## config.mk

```make
export PLATFORM = sky130hd
export DESIGN_NAME = irdp_ctrl
export DESIGN_NICKNAME = d
export VERILOG_FILES = /design/src/sv/irdp_pkg.sv /design/src/sv/irdp_ctrl.sv
export SDC_FILE = /design/constraint.sdc
export NUM_CORES = 1
export LEC_CHECK = 0
export ABC_AREA = 0
export BUFFER_PORTS_ARGS = -buffer_cell sky130_fd_sc_hd__buf_2
export CAP_MARGIN = 20
export CORE_MARGIN = 2
export CORE_UTILIZATION = 55
export CTS_BUF_LIST = sky130_fd_sc_hd__clkbuf_16
export DETAILED_ROUTE_END_ITERATION = 8
export PLACE_DENSITY = 0.92
export SLEW_MARGIN = 20
export SYNTH_ARGS = -nofsm -noshare
export SYNTH_HDL_FRONTEND = slang
export SYNTH_SLANG_ARGS = --single-unit
```

## constraint.sdc

```tcl
create_clock -name clk -period 4.4 [get_ports clk]
set_clock_uncertainty 0.1 [all_clocks]
set_input_delay 0.88 -clock clk [delete_from_list [all_inputs] [get_ports clk]]
set_output_delay 0.88 -clock clk [all_outputs]
set_load 0.02 [all_outputs]
```

## src/sv/irdp_pkg.sv

```systemverilog
// Shared types, constants and coefficient tables for the IR distance block.
package irdp_pkg;

	localparam int CHANNELS   = 6;
	localparam int SHORT_CH   = 4;
	localparam int POLY_TERMS = 8;
	localparam int ADC_W      = 10;
	localparam int DIST_W     = 20;
	localparam int WEIGHT_W   = 17;
	localparam int ACC_W      = 104;
	localparam int QUO_W      = 21;
	localparam int D5_W       = 47;
	localparam int NUM_W      = QUO_W + D5_W;
	localparam int QEST_SH    = 36;
	localparam int RECIP_W    = 24;
	localparam int RECIP_SH   = 34;
	localparam int DEN_EXP    = 20;
	localparam int TERM_W     = $clog2(POLY_TERMS);
	localparam int CH_W       = $clog2(CHANNELS);
	localparam int PADDR_W    = 3;
	localparam int PDATA_W    = 32;

	localparam logic [WEIGHT_W-1:0] WEIGHT_RESET = 17'd36045;
	localparam logic [WEIGHT_W-1:0] WEIGHT_ONE   = 17'd65536;
	localparam logic [PADDR_W-1:0]  ADDR_WEIGHT  = 3'd0;

	localparam logic signed [DIST_W-1:0] DIST_MAX = 20'sd524287;
	localparam logic signed [DIST_W-1:0] DIST_MIN = -20'sd524288;

	function automatic logic [ACC_W-1:0] pow10(input int n);
		logic [ACC_W-1:0] v;
		v = ACC_W'(1);
		for (int k = 0; k < n; k++) begin
			v = ACC_W'(v * 10);
		end
		return v;
	endfunction

	// Coefficient scaled to the common denominator, times 512 (Q.8 plus a rounding bit).
	function automatic logic signed [ACC_W-1:0] coef_scaled(input int digits, input int exp10);
		logic signed [ACC_W-1:0] v;
		v = ACC_W'(digits);
		for (int k = exp10; k < DEN_EXP; k++) begin
			v = ACC_W'(v * 10);
		end
		v = ACC_W'(v * 512);
		return v;
	endfunction

	localparam logic [ACC_W-1:0] DEN     = pow10(DEN_EXP);
	localparam logic [ACC_W-1:0] OVF_LIM = DEN << QUO_W;

	// Dividing by 10^20 is a shift by 20 followed by a division by 5^20. The quotient
	// estimate from the top 32 numerator bits and this reciprocal is low by at most one.
	localparam logic [D5_W-1:0]    DEN5      = D5_W'(DEN >> DEN_EXP);
	localparam logic [ACC_W-1:0]   RECIP_NUM = ACC_W'(1) << (QEST_SH + RECIP_SH);
	localparam logic [RECIP_W-1:0] RECIP     = RECIP_W'(RECIP_NUM / ACC_W'(DEN5));

	localparam logic signed [ACC_W-1:0] COEF [2][POLY_TERMS] = '{
		'{coef_scaled(8314, 2), coef_scaled(-9919, 4), coef_scaled(5643, 6),
		  coef_scaled(-1461, 8), coef_scaled(6107, 12), coef_scaled(4797, 14),
		  coef_scaled(-9312, 17), coef_scaled(5219, 20)},
		'{coef_scaled(3023, 1), coef_scaled(-5234, 3), coef_scaled(4667, 5),
		  coef_scaled(-2424, 7), coef_scaled(7581, 10), coef_scaled(-1403, 12),
		  coef_scaled(1412, 15), coef_scaled(-5945, 19)}
	};

	typedef struct packed {
		logic [ADC_W-1:0] adc_front_left;
		logic [ADC_W-1:0] adc_back_left;
		logic [ADC_W-1:0] adc_front_right;
		logic [ADC_W-1:0] adc_back_right;
		logic [ADC_W-1:0] adc_front_center;
		logic [ADC_W-1:0] adc_back_center;
	} sample_t;

	typedef struct packed {
		logic signed [DIST_W-1:0] dist_front_left;
		logic signed [DIST_W-1:0] dist_back_left;
		logic signed [DIST_W-1:0] dist_front_right;
		logic signed [DIST_W-1:0] dist_back_right;
		logic signed [DIST_W-1:0] dist_front_center;
		logic signed [DIST_W-1:0] dist_back_center;
	} result_t;

	typedef enum logic [3:0] {
		ST_IDLE,
		ST_PINIT,
		ST_PSTEP,
		ST_ABS,
		ST_EST,
		ST_MUL,
		ST_FIX,
		ST_SAT,
		ST_FILT,
		ST_DONE
	} state_t;

	typedef struct packed {
		logic              load_in;
		logic              poly_init;
		logic              poly_step;
		logic              abs_go;
		logic              est_go;
		logic              mul_go;
		logic              fix_go;
		logic              sat_go;
		logic              filt_go;
		logic              push;
		logic [CH_W-1:0]   ch;
		logic [TERM_W-1:0] term;
	} cmd_t;

endpackage

```

## src/sv/irdp_ctrl.sv

```systemverilog
// Sequencer that walks each channel through polynomial, division, saturation and filter steps.
module irdp_ctrl (
	input  logic            clk,
	input  logic            arst_n,
	input  logic            sample_valid,
	output logic            sample_ready,
	output logic            result_valid,
	input  logic            result_ready,
	output irdp_pkg::cmd_t  cmd
);

	localparam logic [irdp_pkg::CH_W-1:0]  CH_LAST  = irdp_pkg::CH_W'(irdp_pkg::CHANNELS - 1);
	localparam logic [irdp_pkg::TERM_W-1:0] TERM_LAST =
		irdp_pkg::TERM_W'(irdp_pkg::POLY_TERMS - 1);
	localparam logic [irdp_pkg::TERM_W-1:0] TERM_FIRST =
		irdp_pkg::TERM_W'(irdp_pkg::POLY_TERMS - 2);

	irdp_pkg::state_t state_q, state_d;
	logic [irdp_pkg::CH_W-1:0]   ch_q;
	logic [irdp_pkg::TERM_W-1:0] term_q;
	logic                        result_valid_q;
	logic                        push;

	assign push = (state_q == irdp_pkg::ST_DONE) && (!result_valid_q || result_ready);
	assign result_valid = result_valid_q;

	always_comb begin
		state_d = state_q;
		case (state_q)
			irdp_pkg::ST_IDLE: begin
				if (sample_valid) state_d = irdp_pkg::ST_PINIT;
			end
			irdp_pkg::ST_PINIT: state_d = irdp_pkg::ST_PSTEP;
			irdp_pkg::ST_PSTEP: begin
				if (term_q == '0) state_d = irdp_pkg::ST_ABS;
			end
			irdp_pkg::ST_ABS: state_d = irdp_pkg::ST_EST;
			irdp_pkg::ST_EST: state_d = irdp_pkg::ST_MUL;
			irdp_pkg::ST_MUL: state_d = irdp_pkg::ST_FIX;
			irdp_pkg::ST_FIX: state_d = irdp_pkg::ST_SAT;
			irdp_pkg::ST_SAT: state_d = irdp_pkg::ST_FILT;
			irdp_pkg::ST_FILT: begin
				state_d = (ch_q == CH_LAST) ? irdp_pkg::ST_DONE : irdp_pkg::ST_PINIT;
			end
			irdp_pkg::ST_DONE: begin
				if (push) state_d = irdp_pkg::ST_IDLE;
			end
			default: state_d = irdp_pkg::ST_IDLE;
		endcase
	end

	always_comb begin
		cmd = '0;
		cmd.ch = ch_q;
		cmd.term = term_q;
		sample_ready = 1'b0;
		case (state_q)
			irdp_pkg::ST_IDLE: begin
				sample_ready = 1'b1;
				cmd.load_in = sample_valid;
			end
			// Horner evaluation starts from the highest coefficient.
			irdp_pkg::ST_PINIT: begin
				cmd.poly_init = 1'b1;
				cmd.term = TERM_LAST;
			end
			irdp_pkg::ST_PSTEP: cmd.poly_step = 1'b1;
			irdp_pkg::ST_ABS:   cmd.abs_go = 1'b1;
			irdp_pkg::ST_EST:   cmd.est_go = 1'b1;
			irdp_pkg::ST_MUL:   cmd.mul_go = 1'b1;
			irdp_pkg::ST_FIX:   cmd.fix_go = 1'b1;
			irdp_pkg::ST_SAT:   cmd.sat_go = 1'b1;
			irdp_pkg::ST_FILT:  cmd.filt_go = 1'b1;
			irdp_pkg::ST_DONE:  cmd.push = push;
			default: cmd = '0;
		endcase
	end

	always_ff @(posedge clk or negedge arst_n) begin
		if (!arst_n) begin
			state_q <= irdp_pkg::ST_IDLE;
			ch_q <= '0;
			term_q <= '0;
			result_valid_q <= 1'b0;
		end else begin
			state_q <= state_d;
			case (state_q)
				irdp_pkg::ST_IDLE:  ch_q <= '0;
				irdp_pkg::ST_PINIT: term_q <= TERM_FIRST;
				irdp_pkg::ST_PSTEP: term_q <= term_q - 1'b1;
				irdp_pkg::ST_FILT: begin
					if (ch_q != CH_LAST) ch_q <= ch_q + 1'b1;
				end
				default: ;
			endcase
			if (push) begin
				result_valid_q <= 1'b1;
			end else if (result_ready) begin
				result_valid_q <= 1'b0;
			end
		end
	end

endmodule

```

### After elaboration in Yosys (flattened, before gate mapping)

Index checks and enable logic that the tools add are counted.
W data, S select, Z words.

* output and inout port bits: 18
* word-level logic and storage cells: 56
* register bits: 11
* input bits: 4

* equality and inequality tests: 15
* muxes and demuxes: 23
* add/sub/neg operators: 2
* reduce and logical (&&, ||, !) cells: 12

Operators with widths (count)
* $pmux W4 S10: 1
* $pmux W3 S2: 3
* $eq A4 B3 Y1 const B: 4
* $mux W4: 4
* $mux W1: 13
* $reduce_or A10 Y1: 1
* $reduce_or A9 Y1: 1
* $eq A4 B2 Y1 const B: 2
* $eq A4 B4 Y1 const B: 2
* $ne A2 B2 Y1 const B: 4
* $mux W3: 2
* $reduce_bool A2 Y1: 3
* $eq A4 B1 Y1 const B: 1
* $logic_not A4 Y1: 1
* $add A3 B1 Y3 const B: 1
* $eq A3 B3 Y1 const B: 1
* $logic_not A3 Y1: 1
* $ne A3 B3 Y1 const B: 1
* $reduce_and A3 Y1: 1
* $sub A3 B1 Y3 const B: 1
* $reduce_and A2 Y1: 1
* $logic_and A1 B1 Y1: 1
* $logic_not A1 Y1: 1
* $logic_or A1 B1 Y1: 1

### Depth between registers and ports, before layout

Gate-level depths: netlist (run 1).

* word-level depth: 5
* gate-level depth with buffers: 6

### Least setup slack after synthesis (run 1)

OpenSTA, ideal clock, no wires.

* kind: in2out
* start: input sample_valid
* end: output cmd[15] in the netlist's numbering
* stages: 2
* setup slack: 2048 ps
* required time: 3420 ps
* data arrival time: 1372 ps
* path through: inv_1 > nor4_2

RTL lines
* from (decl): line irdp_ctrl.sv:5 `input logic sample_valid,`
* to (decl): line irdp_ctrl.sv:9 `output irdp_pkg::cmd_t cmd`

==> reports/qor.yml, run 1 <==
status: "finished, final reports clean"
layout-drive-gt1-share_pct: 27.8
finalHoldViolCount: 0
rsz0062_at_grt: "false"
power-per-cell-area_mw_per_mm2: 821
hpwl_mm: 1.28
fillers: 128
ant_nets: 0
cts_resized: 0
worst_pin_slew_ps: 652
cts_buffer_depth: 2
vdd_drop_max_mv: 0.372
setup_violations: 0
die_area_sq_mm: 0.00188
synth_edf_count: 0
cts_tree: "yes"
r2r_cells: 3
synthesis.nets: 106
numCtsBuffers: 3
vias: 761
cts_setup_buffers: 0
route.detailed.drc: 0
leakagePower_uw: 0.000513
antenna_found_initial: 0
grt.overflow.total: 0
ys_types: 33
vias_per_cell: 5.81
synthArstFlopShare_pct: 100
cts.clk_slew.worst_paths_ps: 40
fin_tns_setup_ps: 0
yosys.area.top_type: "dfrtp_1"
cts_root_buffer: "clkbuf_16"
fin_crit_sh_pct: 61.8
wl_mm: 1.80
place_congestion: 0.819
path_class: "flip-flop to output pin"
max_slew_margin_pct: 56.5
syn-cell-area_sq_um: 852
num_antenna_cells: 0
h-tree-depth: 1
slew_violations: 0
ys_seq_elements: 11
syn_to_final_growth_pct: 16.2
synth.area.top_cells: "dfrtp_1 32%, ha_1 5.9%, a21oi_1 5.3%, nand2b_1 5.1%, buf_6 4.0%"
drt-initial-drc-count: 13
routedWlPerCell_microns: 13.7
grt_pass1_vias: 703
final_nets: 124
start_util_pct: 57.9
hp-class: "input pin to async pin"
dieHeight_microns: 43.4
grt_util_all_layers_pct: 22.6
clock_sinks: 11
drv_cap: 0
yosysWarnings: 0
port_buffers: 21
yosysMostFrequentCell: "dfrtp_1"
wl_met3_microns: 81
die_w_microns: 43.4
wl_met1_microns: 804
ys_seq_area_share_pct: 32.3
avgSynthCellArea_sq_um: 8.69
yosys.area.top_type_share_pct: 32.3
grt_pass1_wl_mm: 3.10
synthFlopType: "dfrtp_1"
ys_top_cells_by_count: "11 x dfrtp_1, 9 x a21oi_1, 8 x nor2_1"
cts_hold_buffers: 0
netlist_instances: 98
instances_no_fill: 131
coreArea_sq_mm: 0.00147
layout_min_cycle_time_ps: 2720
cp.arrival_ps: 1740
required_ps: 3420
clk_latency_ps: 240
fmax_mhz: 368
met2_length_microns: 867
cp_max_fo: 15
grt_max_degree: 19
drt_pass1_iterations: 4
final_core_util_pct: 67.3
cp-start-kind: "flip-flop"
worst_setup_path_end_kind: "output pin"
boundaryPins: 22
fp-row-count: 14
dp_cells: 127
top_layer: "met4"
## critical path, stage by stage, from the launching register on
cell and delay, ps:
dfrtp_1 600, nor2_1 430, a21oi_1 120, o21ai_1 160, buf_2 190
## registers in the layout, summed over array words and instances, names as in the netlist
| register | cells |
|---|---|
| ch_q | 3 |
| result_valid | 1 |
| state_q | 4 |
| term_q | 3 |
## layer usage
| layer | GRT usage [%] | vias to the layer above |
|---|---|---|
| met2 | 35.2 | 23 |
| met1 | 29.5 | 362 |
| met5 | 0 | - |
| met4 | 12.7 | 0 |
| li1 | - | 371 |
| met3 | 4.17 | 5 |
## through the flow
step	worst slack [ps]	hold WS (ps)	instance area (sq um)	power [uW]
after global routing	1550	435	990	871
after global placement	1940	463	911	631
after detailed placement	1940	466	911	646
after floorplan	2050	446	852	580
final	1680	406	990	812
after CTS	1690	415	990	817
## cell usage in the layout, fill, tap and decap left out
cell type / netlist / routed
a211o_1: 1 / 1
a21oi_1: 9 / 9
a2bb2oi_2: 2 / 2
a31o_1: 1 / 1
a41o_1: 1 / 1
and2_1: 3 / 3
buf_2: 2 / 21
clkbuf_16: 0 / 3
dfrtp_1: 11 / 11
ha_1: 4 / 4
inv_1: 7 / 8
inv_2: 1 / 1
mux2i_1: 1 / 1
nand2_1: 7 / 7
nand2b_1: 7 / 7
nand3_1: 2 / 2
nand4_1: 1 / 1
nand4b_1: 1 / 1
nor2_1: 8 / 8
nor2_4: 1 / 1
nor2_8: 1 / 1
nor3_1: 5 / 5
nor3_4: 1 / 1
nor3b_1: 1 / 1
nor4_1: 1 / 1
nor4_2: 1 / 1
o21ai_0: 2 / 2
o21ai_1: 5 / 5
o22ai_1: 2 / 2
o22ai_2: 1 / 1
or2_1: 1 / 1
xor2_1: 1 / 1
## layout make-up
type	count	area, sq um	share of cell area (%)
repair buffers	21	105	10.6
inverters	8	30.0	3.03
clock buffers	3	75.1	7.59
multi-input cells	71	480	48.5
flip-flops and latches	11	275	27.8
well taps	16	20.0	2.02
clock inverters	1	3.75	0.379
## where the power goes
part	switching, uW	internal [uW]
clock	45.7	119
sequential	97.5	134
combinational	248	168
total	391	422
## final timing paths
check                              from           end  slack, ps
setup / recovery             state_q[1]        cmd[1]       1680
hold / removal                   arst_n    state_q[0]        410
setup reg to reg             state_q[3]     term_q[1]       2740
hold reg to reg            result_valid  result_valid        480
max in group asynchronous        arst_n    state_q[1]       3580
min in group clk           result_valid  result_valid        480
## cell families after synthesis
family,after synthesis,synth area share [%]
flip-flops,11,32.3
adder cells (fa/ha/maj),4,5.87
AND/OR/NAND/NOR,41,29.2
XOR/XNOR,1,1.03
multiplexers,1,1.17
buffers and inverters,16,11.3
AO/OA/AOI/OAI,24,19.1
Power figures use the tool's default switching activity.
==> run 2, diff against run 1 <==
CORE_UTILIZATION = 51   (was 55)
PLACE_DENSITY = 0.86   (was 0.92)
clock period = 2.6 ns   (was 4.4 ns; I/O delays follow)
==> reports/qor.yml, run 2 (synthesis gave the netlist of run 1 again) <==
status: "finished, final reports clean"
fin_tns_setup_ps: 0  # unchanged
place_congestion: 0.803  # -1.9%
fillers: 130  # +1.6%
cp-start-kind: "flip-flop"
cts.clk_slew.worst_paths_ps: 40  # about the same
die_area_sq_mm: 0.00201  # +7.1%
num_antenna_cells: 0  # unchanged
start_util_pct: 55.3  # -2.6 points
ant_nets: 0  # unchanged
power_uw: 1400  # +73%
grt_pass1_wl_mm: 3.13  # +1.1%
numCtsBuffers: 3  # unchanged
cp.arrival_ps: 1740  # about the same
cpPeakStageDelay_ps: 580  # -20 ps
largest_reg_flops: 4  # unchanged
reg_top3: "state_q x4, ch_q x3, term_q x3"
hpwl_mm: 1.35  # +5.5%
final_common_cell: "buf_2"
drt-initial-drc-count: 9  # -4
fp-row-count: 14  # unchanged
grt_util_all_layers_pct: 22.8  # +0.21 points
cp_max_fo: 15  # unchanged
drv_cap: 0  # unchanged
crit_chain: "nor2_1 > a21oi_1 > o21ai_1 > buf_2"
layout_min_cycle_time_ps: 2360
slowest_stage: "dfrtp_1"
fmax_mhz: 424
clock_sinks: 11  # unchanged
rsz0062_at_grt: "false"
grt.overflow.total: 0  # unchanged
dieHeight_microns: 44.9  # +3.5%
die_w_microns: 44.9  # +3.5%
cts_tree: "yes"
syn_to_final_growth_pct: 17.9
worst_setup_path_end_kind: "output pin"
max_slew_margin_pct: 61.0  # +4.5 points
vias: 745  # -2.1%
finalHoldViolCount: 0  # unchanged
vdd_drop_max_mv: 1.00  # +170%
required_ps: 1980  # -1440 ps
cts_hold_buffers: 0  # unchanged
coreArea_sq_mm: 0.00154  # +4.8%
layout-drive-gt1-share_pct: 29.1  # +1.2 points
cts_setup_buffers: 0  # unchanged
slew_violations: 0  # unchanged
clk_latency_ps: 240  # about the same
boundaryPins: 22  # unchanged
power-per-cell-area_mw_per_mm2: 1400  # +70%
h-tree-depth: 1  # unchanged
route.detailed.drc: 0  # unchanged
drt_pass1_iterations: 4  # unchanged
path_buf_inv: 1  # unchanged
top_register: "state_q"
cts_resized: 0  # unchanged
setup_violations: 0  # unchanged
antenna_found_initial: 0  # unchanged
fin_crit_sh_pct: 90.6
cts_root_buffer: "clkbuf_16"
wl_mm: 1.81  # +0.56%
leakagePower_uw: 0.000523  # +2.0%
cts_buffer_depth: 2  # unchanged
routedWlPerCell_microns: 13.6  # -0.96%
worst_pin_slew_ps: 585  # -67.0 ps
grt_max_degree: 16  # -3
port_buffers: 21  # unchanged
grt_pass1_vias: 702  # -0.14%
final_nets: 126  # +1.6%
crit_family: "flip-flops"
path_class: "flip-flop to output pin"
hp-class: "input pin to async pin"
mostFrequentLayoutCells: "21 x buf_2, 11 x dfrtp_1, 9 x a21oi_1"
hold_ws_ps: 42.5  # -363 ps
vias_per_cell: 5.60  # -3.6%
## run 2: cell count changes in the layout (fill, tap and decap cells not counted), sizes merged
cell	previous run	this run
buf	21	23
## run 2: final timing paths
path,startpoint,to,slack [ps],cells after the start
worst max-delay path,state_q[1],cmd[0],240,4
worst min-delay path,arst_n,result_valid,40,1
worst min register to register,state_q[3],state_q[2],460,1
max in group asynchronous,arst_n,term_q[2],2150,1
worst max register to register,state_q[1],state_q[0],1040,3
min in group clk,state_q[3],state_q[2],460,1
## run 2: metrics by stage
stage,cells,worst slack [ps],util (%),cell area [sq um]
6_report,133,244,65.2,1000
5_1_grt,133,94.4,65.2,1000
4_1_cts,133,256,65.2,1000
3_5_place_dp,129,527,60.1,926
3_3_place_gp,129,560,60.1,926
2_1_floorplan,98,672,-,852
## run 2: per-layer routing
metal | share of wire, % | up-vias | routed length, microns | GRT usage, %
met5 | 0 | - | 0 | 0
met4 | 4.3 | 0 | 78 | 20.6
met3 | 4.7 | 6 | 85 | 5.20
met2 | 47 | 22 | 853 | 35.4
met1 | 44 | 345 | 790 | 26.0
li1 | - | 372 | - | -
## run 2: power breakdown
group	internal, uW	switching (uW)	leakage (uW)
clock network	203	84.3	0.0000423
registers	228	122	0.000139
logic	298	466	0.000342
total	729	673	0.000523
## run 2: worst register-to-register path, cell delays in order, from the launching register on
cell and delay [ps]:
dfrtp_1 710, nand2b_1 310, nor3_1 90, a211o_1 240
## run 2: final cells by class
type	count	area [sq um]	share of cell area, %
flip-flops and latches	11	275	27.4
repair buffers	23	120	12.0
multi-input cells	71	480	47.8
clock buffers	3	75.1	7.47
clock inverters	1	3.75	0.374
well taps	16	20.0	1.99
inverters	8	30.0	2.99
